--- src/lrnn_pkg.sv ---
// ----------------------------------------------------------------------------
// lrnn_pkg
// shared types and constants of the linear recurrent layer core
// ----------------------------------------------------------------------------
`default_nettype none

package lrnn_pkg;

  localparam int unsigned DATA_W  = 16;
  localparam int unsigned FRAC_W  = 12;
  localparam int unsigned UNITS   = 64;
  localparam int unsigned IDX_W   = 6;
  localparam int unsigned CNT_W   = 7;
  localparam int unsigned WADDR_W = 2 * IDX_W;
  localparam int unsigned HADDR_W = IDX_W + 1;
  localparam int unsigned PROD_W  = 2 * DATA_W;
  localparam int unsigned ACC_W   = PROD_W + 8;
  localparam int unsigned RND_W   = ACC_W - FRAC_W;
  localparam int unsigned SUM_W   = RND_W + 1;
  localparam int unsigned APB_AW  = 3;
  localparam int unsigned APB_DW  = 32;

  localparam logic [CNT_W-1:0] UNIT_COUNT_RST = CNT_W'(UNITS);
  localparam logic [CNT_W-1:0] UNIT_COUNT_MAX = CNT_W'(UNITS);

  localparam logic signed [ACC_W-1:0] RND_BIAS = ACC_W'(2 ** (FRAC_W - 1));
  localparam logic signed [SUM_W-1:0] SAT_HI = SUM_W'(2 ** (DATA_W - 1) - 1);
  localparam logic signed [SUM_W-1:0] SAT_LO = -SAT_HI - SUM_W'(1);

  typedef enum logic [1:0] {
    OP_LOAD  = 2'd0,
    OP_FRAME = 2'd1,
    OP_CLEAR = 2'd2
  } op_e;

  typedef enum logic {
    REG_UNIT_COUNT = 1'b0
  } reg_e;

  typedef enum logic [2:0] {
    S_IDLE,
    S_RUN,
    S_DRAIN,
    S_ROUND,
    S_WRITE
  } state_e;

  typedef struct packed {
    logic              rd_en;
    logic [IDX_W-1:0]  rd_idx;
    logic              wr_en;
    logic [IDX_W-1:0]  wr_idx;
    logic [DATA_W-1:0] wr_data;
    logic              frame_end;
    logic              clear;
  } hs_ctl_t;

  typedef struct packed {
    logic acc_clr;
    logic data_v;
    logic rnd_en;
  } mac_ctl_t;

endpackage

`default_nettype wire

--- src/lrnn_hstate.sv ---
// ----------------------------------------------------------------------------
// lrnn_hstate
// hidden state, two banks in one memory with per-unit bank and zero flags
// ----------------------------------------------------------------------------
`default_nettype none

module lrnn_hstate (
  input  wire logic                               clk_i,
  input  wire logic                               rst_ni,
  input  wire lrnn_pkg::hs_ctl_t                  ctl_i,
  output      logic signed [lrnn_pkg::DATA_W-1:0] rdata_o
);

  localparam int unsigned U = lrnn_pkg::UNITS;

  logic [lrnn_pkg::DATA_W-1:0] mem_q [2 ** lrnn_pkg::HADDR_W];
  logic [lrnn_pkg::DATA_W-1:0] rd_q;
  logic                        rd_zero_q;
  logic [U-1:0]                sel_q, sel_d;
  logic [U-1:0]                zero_q, zero_d;
  logic [U-1:0]                dirty_q, dirty_d;
  logic [U-1:0]                wr_mask;

  // old value of a unit sits in bank sel, the new one is written to the other bank
  always_ff @(posedge clk_i) begin
    if (ctl_i.wr_en) begin
      mem_q[{~sel_q[ctl_i.wr_idx], ctl_i.wr_idx}] <= ctl_i.wr_data;
    end
  end

  always_ff @(posedge clk_i) begin
    if (ctl_i.rd_en) begin
      rd_q      <= mem_q[{sel_q[ctl_i.rd_idx], ctl_i.rd_idx}];
      rd_zero_q <= zero_q[ctl_i.rd_idx];
    end
  end

  assign rdata_o = rd_zero_q ? '0 : rd_q;

  always_comb begin
    wr_mask = '0;
    wr_mask[ctl_i.wr_idx] = ctl_i.wr_en;
    sel_d   = sel_q;
    zero_d  = zero_q;
    dirty_d = dirty_q | wr_mask;
    priority if (ctl_i.clear) begin
      zero_d  = '1;
      dirty_d = '0;
    end else if (ctl_i.frame_end) begin
      sel_d   = sel_q ^ dirty_d;
      zero_d  = zero_q & ~dirty_d;
      dirty_d = '0;
    end
  end

  always_ff @(posedge clk_i or negedge rst_ni) begin
    if (!rst_ni) begin
      sel_q   <= '0;
      zero_q  <= '1;
      dirty_q <= '0;
    end else begin
      sel_q   <= sel_d;
      zero_q  <= zero_d;
      dirty_q <= dirty_d;
    end
  end

endmodule

`default_nettype wire

--- config.mk ---
export PLATFORM = sky130hd
export DESIGN_NAME = lrnn_hstate
export DESIGN_NICKNAME = d
export VERILOG_FILES = /design/src/lrnn_pkg.sv /design/src/lrnn_hstate.sv
export SDC_FILE = /design/constraint.sdc
export NUM_CORES = 2
export LEC_CHECK = 0
export BUFFER_PORTS_ARGS = -buffer_cell sky130_fd_sc_hd__buf_2
export CAP_MARGIN = 10
export CORE_UTILIZATION = 44
export CTS_CLUSTER_SIZE = 14
export DETAILED_ROUTE_END_ITERATION = 10
export SLEW_MARGIN = 20
export SYNTH_ARGS = -nofsm -noshare
export SYNTH_HDL_FRONTEND = slang
export SYNTH_SLANG_ARGS = --single-unit
--- constraint.sdc ---
create_clock -name clk_i -period 4.32 [get_ports clk_i]
set_clock_uncertainty 0.05 [all_clocks]
set_input_delay 0.432 -clock clk_i [delete_from_list [all_inputs] [get_ports clk_i]]
set_output_delay 0.432 -clock clk_i [all_outputs]
set_load 0.01 [all_outputs]
==> metrics.txt <==
status=finished, final reports clean; setup violators final=0; Tcrit/Tclk final=75.71%; Max VDD drop=between 0.4 and 0.5 mV; Initial Utilization=between 40 and 50%; final core occ=between 50 and 60%; GPL Wtd Cong=0.9387; commonest cells in the netlist=edfxtp_1 (2,065), mux4_2 (552), nor2_1 (359), a22oi_1 (214), a21oi_1 (174); Final HPWL DP=153.6 mm; vias in the first global route=between 40,000 and 50,000; fraction of layout cells with a size suffix above 1=slightly below 30%; CP arrival=~3.8 ns; flop2flop setup slack=around 1.2 ns; worst skew pair latency=about 0.88 ns; Worst-Margin Slew=~1.2 ns; drc violations=0; Post-synth EDFFs=slightly above 2,000; register area share after synthesis=between 70% and 80%; Mean Syn Cell Area=between 20 and 25 sq um; P_leak=32.26 nW; crit end category=flop; FILL cells=roughly 16,000; largest buffer count on any clock path=3; Final Max Tran Viols=0; Unique masters post-synth=61; Yosys top cell area share=70.98%; Detail Route Antenna Nets=0; slowest stage delay, CP=around 1.1 ns; largest net degree at the start of global routing=~150; Max FO, Critical Path=28; fin nets=roughly 4,600; # IOs=50; clock sink total=between 2,000 and 2,500; H-tree depth=4; Post-Place Setup Slack=~0.24 ns; WP data required=around 4.9 ns; Hold Crit Class=in2reg; asr flop ratio synth=~8.5%; Total Power=45.60 mW; Die Span X=447.6 um; WL final=roughly 240 mm; endpoints failing hold=0; total CTS buffers=220; max-cap viol count=0; max frequency=305.7 MHz; DR vias/cell=~6; cell count after synthesis=roughly 4,200; grt ovf=0; Top delay family on crit path=simple AND/OR/NAND/NOR gates; DR vias=approximately 45,000; Slew HR=between 20% and 30%; Syn Std Cell Area=roughly 0.087 sq mm; Syn Nets=4,263; global-route wire length before repair=between 300 and 400 mm; Worst-path clk slew=around 0.060 ns; crit path kind=in2reg; iteration count of the initial detailed-routing pass=6; Post-CTS Setup Bufs=0; Buf/Inv on CP=3; cell taking the most area after synthesis=edfxtp_1; P&R area growth vs syn=14.50%; Syn. warnings=0; P per Cell Area=approximately 460 mW/mm^2; area of the core=approximately 0.20 sq mm; RSZ-0062 raised after global routing=false; # rows=roughly 160; most common cell in the synthesized netlist=edfxtp_1; die area=about 0.20 sq mm; gr usage total=between 20% and 30%; Starting DRT DRC Count=just under 6,000; WL per Instance=between 30 and 40 um; crit path time final=between 3 and 4 ns; Root Buffer=clkbuf_16; crit path cell chain=buf_8 > buf_12 > buf_4 > mux4_2 > a22oi_1 > a21oi_1 > nor4_1 > mux2i_1; setup slack after layout=approximately 1.0 ns; buffers added on ports=49; die height=about 450 um; Worst path slowest cell=nor4_1; synthesis-stage register bit count=roughly 2,300; post-route setup TNS=0 ns; CTS tree=done; Setup crit start kind=input port; top area cells in the synthesized netlist=edfxtp_1 (71%), mux4_2 (14%), dfrtp_1 (3.7%); ys flop type=edfxtp_1; initial antenna violation count=9; Final Hold Slack=0.03857 ns
-- registers in the layout, indices dropped and copies added (netlist names) --
signal / cells
mem_q: 2048
zero_q: 64
rd_zero_q: 1
rd_q: 16
sel_q: 64
dirty_q: 64
-- placed cells by master (no fill, tap or decap), types with 64 or more instances in the layout --
cell type and n:
edfxtp_1 2065, mux4_2 552, nor2_1 312, buf_4 292
clkbuf_16 221, a22oi_1 214, a21oi_1 174, dfrtp_1 128
nand2_1 66, dfstp_2 64
-- per-layer routing --
layer,vias to the layer above,part of all wire (%),global-route usage [%]
met2,2057,46,36.77
li1,18110,-,-
met5,-,0.014,0
met1,24180,41,34.93
met4,6,4.1,9.410
met3,394,8.2,4.466
-- cell families after synthesis --
| logic type | share of synthesized area [%] |
|---|---|
| flip-flops | 76.57 |
| multiplexers | 14.85 |
| AND/OR/NAND/NOR | 2.866 |
| AO/OA/AOI/OAI | 3.469 |
| buffers and inverters | 1.603 |
| XOR/XNOR | 0.6416 |
-- report_power, final --
part / internal, mW / switching (mW) / leakage, nW
sequential: 24.0 / 0.125 / 21.0
clock: 10.4 / 8.33 / 3.46
combinational: 0.917 / 1.77 / 7.79
total: 35.4 / 10.2 / 32.3
-- path summary, 6_finish.rpt --
path | from | to | cells after the start
max reg2reg | sel_q[32] | mem_q[38][4] | 7
max | ctl_i[25] | rd_q[8] | 8
max in group asynchronous | rst_ni | sel_q[21] | 4
min in group asynchronous | rst_ni | dirty_q[59] | 3
min reg2reg | dirty_q[11] | dirty_q[11] | 2
min | ctl_i[10] | mem_q[54][8] | 1
-- what timing repair did --
item / in CTS / in global routing
endpoints found under the hold margin: 73 / 11
hold buffers: 6 / 1
setup endpoints to repair: 0 / 0
resized for setup: 0 / 0
-- layout make-up --
| cell class | count | area [sq um] | share of cell area (%) |
|---|---|---|---|
| inverters | 7 | 26.28 | 0.02627 |
| diodes | 4 | 10.01 | 0.01001 |
| clock buffers | 277 | 5811 | 5.809 |
| flip-flops and latches | 2257 | 66890 | 66.87 |
| clock inverters | 138 | 1290 | 1.290 |
| well taps | 2640 | 3303 | 3.302 |
| multi-input cells | 1707 | 19490 | 19.49 |
| repair buffers | 369 | 3202 | 3.201 |
-- through the flow --
step	cell area, sq um	cells
final	100000	7399
after global routing	100000	7395
after CTS	99980	7393
after detailed placement	92820	6972
after global placement	92810	6972
after floorplan	87360	4229
Note: power is estimated with default switching activity, not from simulation.
