--- src/lrnn_pkg.sv ---
// ----------------------------------------------------------------------------
// lrnn_pkg
// shared types and constants of the linear recurrent layer core
// ----------------------------------------------------------------------------
`default_nettype none

package lrnn_pkg;

  localparam int unsigned DATA_W  = 16;
  localparam int unsigned FRAC_W  = 12;
  localparam int unsigned UNITS   = 64;
  localparam int unsigned IDX_W   = 6;
  localparam int unsigned CNT_W   = 7;
  localparam int unsigned WADDR_W = 2 * IDX_W;
  localparam int unsigned HADDR_W = IDX_W + 1;
  localparam int unsigned PROD_W  = 2 * DATA_W;
  localparam int unsigned ACC_W   = PROD_W + 8;
  localparam int unsigned RND_W   = ACC_W - FRAC_W;
  localparam int unsigned SUM_W   = RND_W + 1;
  localparam int unsigned APB_AW  = 3;
  localparam int unsigned APB_DW  = 32;

  localparam logic [CNT_W-1:0] UNIT_COUNT_RST = CNT_W'(UNITS);
  localparam logic [CNT_W-1:0] UNIT_COUNT_MAX = CNT_W'(UNITS);

  localparam logic signed [ACC_W-1:0] RND_BIAS = ACC_W'(2 ** (FRAC_W - 1));
  localparam logic signed [SUM_W-1:0] SAT_HI = SUM_W'(2 ** (DATA_W - 1) - 1);
  localparam logic signed [SUM_W-1:0] SAT_LO = -SAT_HI - SUM_W'(1);

  typedef enum logic [1:0] {
    OP_LOAD  = 2'd0,
    OP_FRAME = 2'd1,
    OP_CLEAR = 2'd2
  } op_e;

  typedef enum logic {
    REG_UNIT_COUNT = 1'b0
  } reg_e;

  typedef enum logic [2:0] {
    S_IDLE,
    S_RUN,
    S_DRAIN,
    S_ROUND,
    S_WRITE
  } state_e;

  typedef struct packed {
    logic              rd_en;
    logic [IDX_W-1:0]  rd_idx;
    logic              wr_en;
    logic [IDX_W-1:0]  wr_idx;
    logic [DATA_W-1:0] wr_data;
    logic              frame_end;
    logic              clear;
  } hs_ctl_t;

  typedef struct packed {
    logic acc_clr;
    logic data_v;
    logic rnd_en;
  } mac_ctl_t;

endpackage

`default_nettype wire

--- src/lrnn_mac.sv ---
// ----------------------------------------------------------------------------
// lrnn_mac
// multiply-accumulate, rounding and saturation of one hidden unit
// ----------------------------------------------------------------------------
`default_nettype none

module lrnn_mac (
  input  wire logic                               clk_i,
  input  wire logic                               rst_ni,
  input  wire lrnn_pkg::mac_ctl_t                 ctl_i,
  input  wire logic signed [lrnn_pkg::DATA_W-1:0] h_i,
  input  wire logic signed [lrnn_pkg::DATA_W-1:0] w_i,
  input  wire logic signed [lrnn_pkg::DATA_W-1:0] x_i,
  output      logic                               busy_o,
  output      logic signed [lrnn_pkg::DATA_W-1:0] sat_o
);

  localparam int unsigned ACC_W = lrnn_pkg::ACC_W;
  localparam int unsigned SUM_W = lrnn_pkg::SUM_W;

  logic signed [lrnn_pkg::PROD_W-1:0] prod_q;
  logic                               prod_v_q;
  logic signed [ACC_W-1:0]            acc_q;
  logic signed [ACC_W-1:0]            acc_bias;
  logic signed [lrnn_pkg::RND_W-1:0]  rnd_q;
  logic signed [SUM_W-1:0]            sum;

  always_ff @(posedge clk_i) begin
    if (ctl_i.data_v) begin
      prod_q <= h_i * w_i;
    end
  end

  always_ff @(posedge clk_i or negedge rst_ni) begin
    if (!rst_ni) begin
      prod_v_q <= 1'b0;
    end else begin
      prod_v_q <= ctl_i.data_v;
    end
  end

  always_ff @(posedge clk_i) begin
    if (ctl_i.acc_clr) begin
      acc_q <= '0;
    end else if (prod_v_q) begin
      acc_q <= acc_q + ACC_W'(prod_q);
    end
  end

  // round half up, then arithmetic shift by the fraction width
  assign acc_bias = acc_q + lrnn_pkg::RND_BIAS;

  always_ff @(posedge clk_i) begin
    if (ctl_i.rnd_en) begin
      rnd_q <= acc_bias[ACC_W-1:lrnn_pkg::FRAC_W];
    end
  end

  assign sum = SUM_W'(rnd_q) + SUM_W'(x_i);

  always_comb begin
    priority if (sum > lrnn_pkg::SAT_HI) begin
      sat_o = lrnn_pkg::DATA_W'(lrnn_pkg::SAT_HI);
    end else if (sum < lrnn_pkg::SAT_LO) begin
      sat_o = lrnn_pkg::DATA_W'(lrnn_pkg::SAT_LO);
    end else begin
      sat_o = sum[lrnn_pkg::DATA_W-1:0];
    end
  end

  assign busy_o = prod_v_q;

endmodule

`default_nettype wire

--- config.mk ---
export PLATFORM = sky130hd
export DESIGN_NAME = lrnn_mac
export DESIGN_NICKNAME = d
export VERILOG_FILES = /design/src/lrnn_pkg.sv /design/src/lrnn_mac.sv
export SDC_FILE = /design/constraint.sdc
export NUM_CORES = 1
export LEC_CHECK = 0
export ABC_CLOCK_PERIOD_IN_PS = 3300
export BUFFER_PORTS_ARGS = -buffer_cell sky130_fd_sc_hd__buf_2
export CAP_MARGIN = 25
export CELL_PAD_IN_SITES_DETAIL_PLACEMENT = 1
export CELL_PAD_IN_SITES_GLOBAL_PLACEMENT = 1
export CORE_MARGIN = 1
export CORE_UTILIZATION = 45
export CTS_CLUSTER_DIAMETER = 100
export DETAILED_ROUTE_END_ITERATION = 8
export HOLD_SLACK_MARGIN = 0.1
export PLACE_DENSITY_LB_ADDON = 0.1
export SYNTH_ARGS = -nofsm -noshare
export SYNTH_HDL_FRONTEND = slang
export SYNTH_SLANG_ARGS = --single-unit
--- constraint.sdc ---
create_clock -name clk_i -period 3.3 [get_ports clk_i]
set_input_delay 0.165 -clock clk_i [delete_from_list [all_inputs] [get_ports clk_i]]
set_output_delay 0.165 -clock clk_i [all_outputs]
set_load 0.005 [all_outputs]
==> impl_metrics.py <==
metrics = {
    "run_status": {
        "outcome": "complete, but fails checks",
        "violations": "negative setup slack",
    },
    "job": {
        "drv_cap": 0,
    },
    "cells_and_area": {
        "layout.nets": 2617,
        "area_delta_synth_final_pct": 24.29,
        "drive_above_1_share_pct": 23.81,
        "fill_cells": 4240,
        "n_antenna_cell": 0,
    },
    "timing": {
        "relSlewSlack_pct": 42.36,
        "skew_ns": 0.008448,
        "finalCritPeriodShare_pct": 174.8,
        "finalHoldViolations": 0,
        "rsz0062_at_grt": "yes",
        "fin_ws_ns": -2.468,
        "min_period_ns": 5.768,
        "setup_viol": 41,
        "worst_pin_slew_ns": 0.8646,
        "slew_viol_final": 0,
        "fmax_mhz": 173.4,
    },
    "worst_setup_path": {
        "required_ns": 3.41,
        "cp_common_cell": "fa_1",
        "slowest_stage": "fa_1",
        "cp-end-kind": "flop",
        "path_buf_inv": 5,
        "crit_fanout": 5,
        "reg2reg_slack_ns": 0.16,
        "start_kind": "input pin",
        "cpPeakStageDelay_ns": 0.53,
        "cpLargestDelayFamily": "adder cells",
        "path_class": "in -> reg",
        "crit_chain": "buf_12 -> and2_4 -> fa_1 -> inv_1 -> fa_1 -> fa_1 -> fa_1 -> inv_1 -> fa_1 -> inv_1 -> fa_1 -> inv_2 -> ha_4 -> and2_4 -> a221o_1 -> a221oi_2 -> o21a_1 -> o31ai_2 -> a31o_2 -> o41ai_4 -> o21bai_1 -> a21oi_1 -> xnor2_1",
        "cp.arrival_ns": 5.88,
    },
    "detailed_routing": {
        "drc": 0,
        "first_pass_iters": 5,
        "drtIter0Drc": 457,
        "vias": 13829,
        "ant_nets": 0,
        "drt_wl_total_um": 47350,
        "routedWlPerCell_um": 17.76,
        "avgViaCountPerCell": 5.187,
    },
    "global_routing": {
        "first_global_vias": 15589,
        "antenna_found_initial": 0,
        "grt_pass1_wl_um": 77620,
        "grt_overflow_total": 0,
        "grt_max_degree": 45,
        "grt_usage_pct": 24.86,
    },
    "synthesis": {
        "synthArstFlopShare_pct": 0.9901,
        "syn_inst": 1871,
        "synth_area_um2": 17270,
        "ys_seq_area_share_pct": 15.21,
        "synth-edff-count": 60,
        "ys.flop_type": "edfxtp_1",
        "syn-num-nets": 2338,
        "ys_types": 74,
        "yosys_warnings": 0,
        "avgSynthCellArea_um2": 9.233,
        "synth-seq-cells": 101,
    },
    "floorplanning": {
        "coreArea_um2": 37760,
        "die_height_um": 197.9,
        "start_util_pct": 45.75,
        "fp.dieW_um": 197.9,
        "num_rows": 71,
        "ios": 70,
        "die_area_um2": 39170,
    },
    "cts": {
        "cts_buffers": 9,
        "cts.path.max_buffers": 2,
        "h-tree-depth": 3,
        "clock_latency_ns": 0.36,
        "clk_pin_slew_worst_paths_ns": 0.07,
        "clock-sinks": 101,
        "cts_tree": "yes",
        "cts-root-buf": "clkbuf_16",
    },
    "place": {
        "post-place-ws_ns": -3.017,
        "gp_congestion": 0.8702,
        "dp_hpwl_um": 39380,
        "io_buffers": 69,
    },
    "min_path": {
        "min_path_type": "in -> reg",
    },
}
[flip-flops by register name, indices dropped and copies added (netlist names)]
| register | flops |
|---|---|
| busy_o | 1 |
| acc_q | 40 |
| prod_q | 32 |
| rnd_q | 28 |
[cells in the mapped netlist, types with 7 or more instances]
| library cell | count | share of area, % |
|---|---|---|
| nand2_1 | 160 | 3.5 |
| a211oi_1 | 19 | 0.83 |
| nand4_1 | 15 | 0.54 |
| edfxtp_1 | 60 | 10 |
| nor2_1 | 98 | 2.1 |
| dfxtp_1 | 40 | 4.6 |
| fa_1 | 264 | 31 |
| ha_1 | 150 | 11 |
| and3_1 | 12 | 0.43 |
| nor2b_1 | 11 | 0.40 |
| o21ai_0 | 33 | 0.96 |
| xnor2_1 | 85 | 4.3 |
| nand3_1 | 29 | 0.84 |
| nor3_1 | 15 | 0.43 |
| and2_1 | 132 | 4.8 |
| xor2_1 | 35 | 1.8 |
| o21bai_1 | 15 | 0.65 |
| mux2i_1 | 25 | 1.4 |
| o21ai_1 | 12 | 0.35 |
| inv_1 | 322 | 7.0 |
| or3_1 | 7 | 0.25 |
| nor3b_1 | 8 | 0.35 |
| clkbuf_1 | 50 | 1.1 |
| nand2b_1 | 19 | 0.69 |
| a21oi_1 | 83 | 2.4 |
| a21o_1 | 70 | 3.0 |
| o21a_1 | 12 | 0.52 |
[final cells by class]
class,count,area [um^2],share of cell area [%]
Inverter,322,1211,5.641
Clock inverter,5,63.81,0.2972
Clock buffer,11,264.0,1.230
Multi-Input combinational cell,1388,13980,65.11
Timing Repair Buffer,328,2684,12.50
Sequential cell,101,2629,12.24
Tap cell,511,639.4,2.978
[cells in the final DEF, fill, tap and decap left out, drive strengths merged, types with 8 or more instances in the layout]
cell type  count
inv          324
buf          323
fa           264
nand2        160
ha           150
and2         132
nor2          98
xnor2         85
a21oi         85
a21o          70
edfxtp        60
o21ai         46
dfxtp         40
xor2          35
nand3         29
mux2i         25
nand2b        19
a211oi        19
o21bai        16
nand4         15
nor3          15
clkbuf        14
o21a          13
and3          12
nor2b         12
nor3b          8
[final timing paths]
| path | cells past startpoint | to | from |
|---|---|---|---|
| worst max register to register | 11 | acc_q[39] | prod_q[1] |
| max in group asynchronous | 3 | busy_o | rst_ni |
| worst max-delay path | 23 | prod_q[31] | w_i[5] |
| worst min register to register | 2 | acc_q[4] | acc_q[4] |
| min in group asynchronous | 3 | busy_o | rst_ni |
| worst min-delay path | 1 | busy_o | ctl_i[1] |
[routing by layer]
layer,track usage (%),wire (um)
met5,0,0
met4,5.484,880
met2,46.78,24770
met3,1.516,914
met1,31.02,20780
[repair_timing]
| action | 4_1_cts | 5_1_grt |
|---|---|---|
| resized for setup | 136 | 72 |
| gates cloned | 1 | 2 |
| hold buffers | 2 | 0 |
| pin swaps | 74 | 68 |
| setup endpoints to repair | 46 | 46 |
| hold endpoints to repair | 1 | 0 |
| setup buffers | 24 | 8 |
[stage by stage]
stage | area (um^2) | hold slack [ns] | TNS [ns] | instances | utilization, %
finish | 21470 | 0.3177 | -55.38 | 2666 | 56.87
floorplan | 17700 | -0.1306 | -43.60 | 1871 | -
detailed placement | 20050 | -0.05931 | -63.26 | 2617 | 53.12
global placement | 20050 | -0.06022 | -61.11 | 2617 | 53.12
global route | 21470 | 0.3542 | -60.52 | 2666 | 56.87
CTS | 21060 | 0.3161 | -54.33 | 2657 | 55.77
[kinds of logic (layout without fill, tap and decap cells)]
family          after synthesis  after routing  synth area share, %
compound gates              302            302                12.00
flops                       101            101                15.21
simple gates                526            526                15.34
xor+xnor                    120            120                6.084
buf+inv                     382            666                8.388
mux                          26             26                1.514
fa+ha+maj                   414            414                41.46
Power is left out: the tool's default activity adds up to more than one toggle a clock period on the data nets, which glitch-free logic cannot reach.
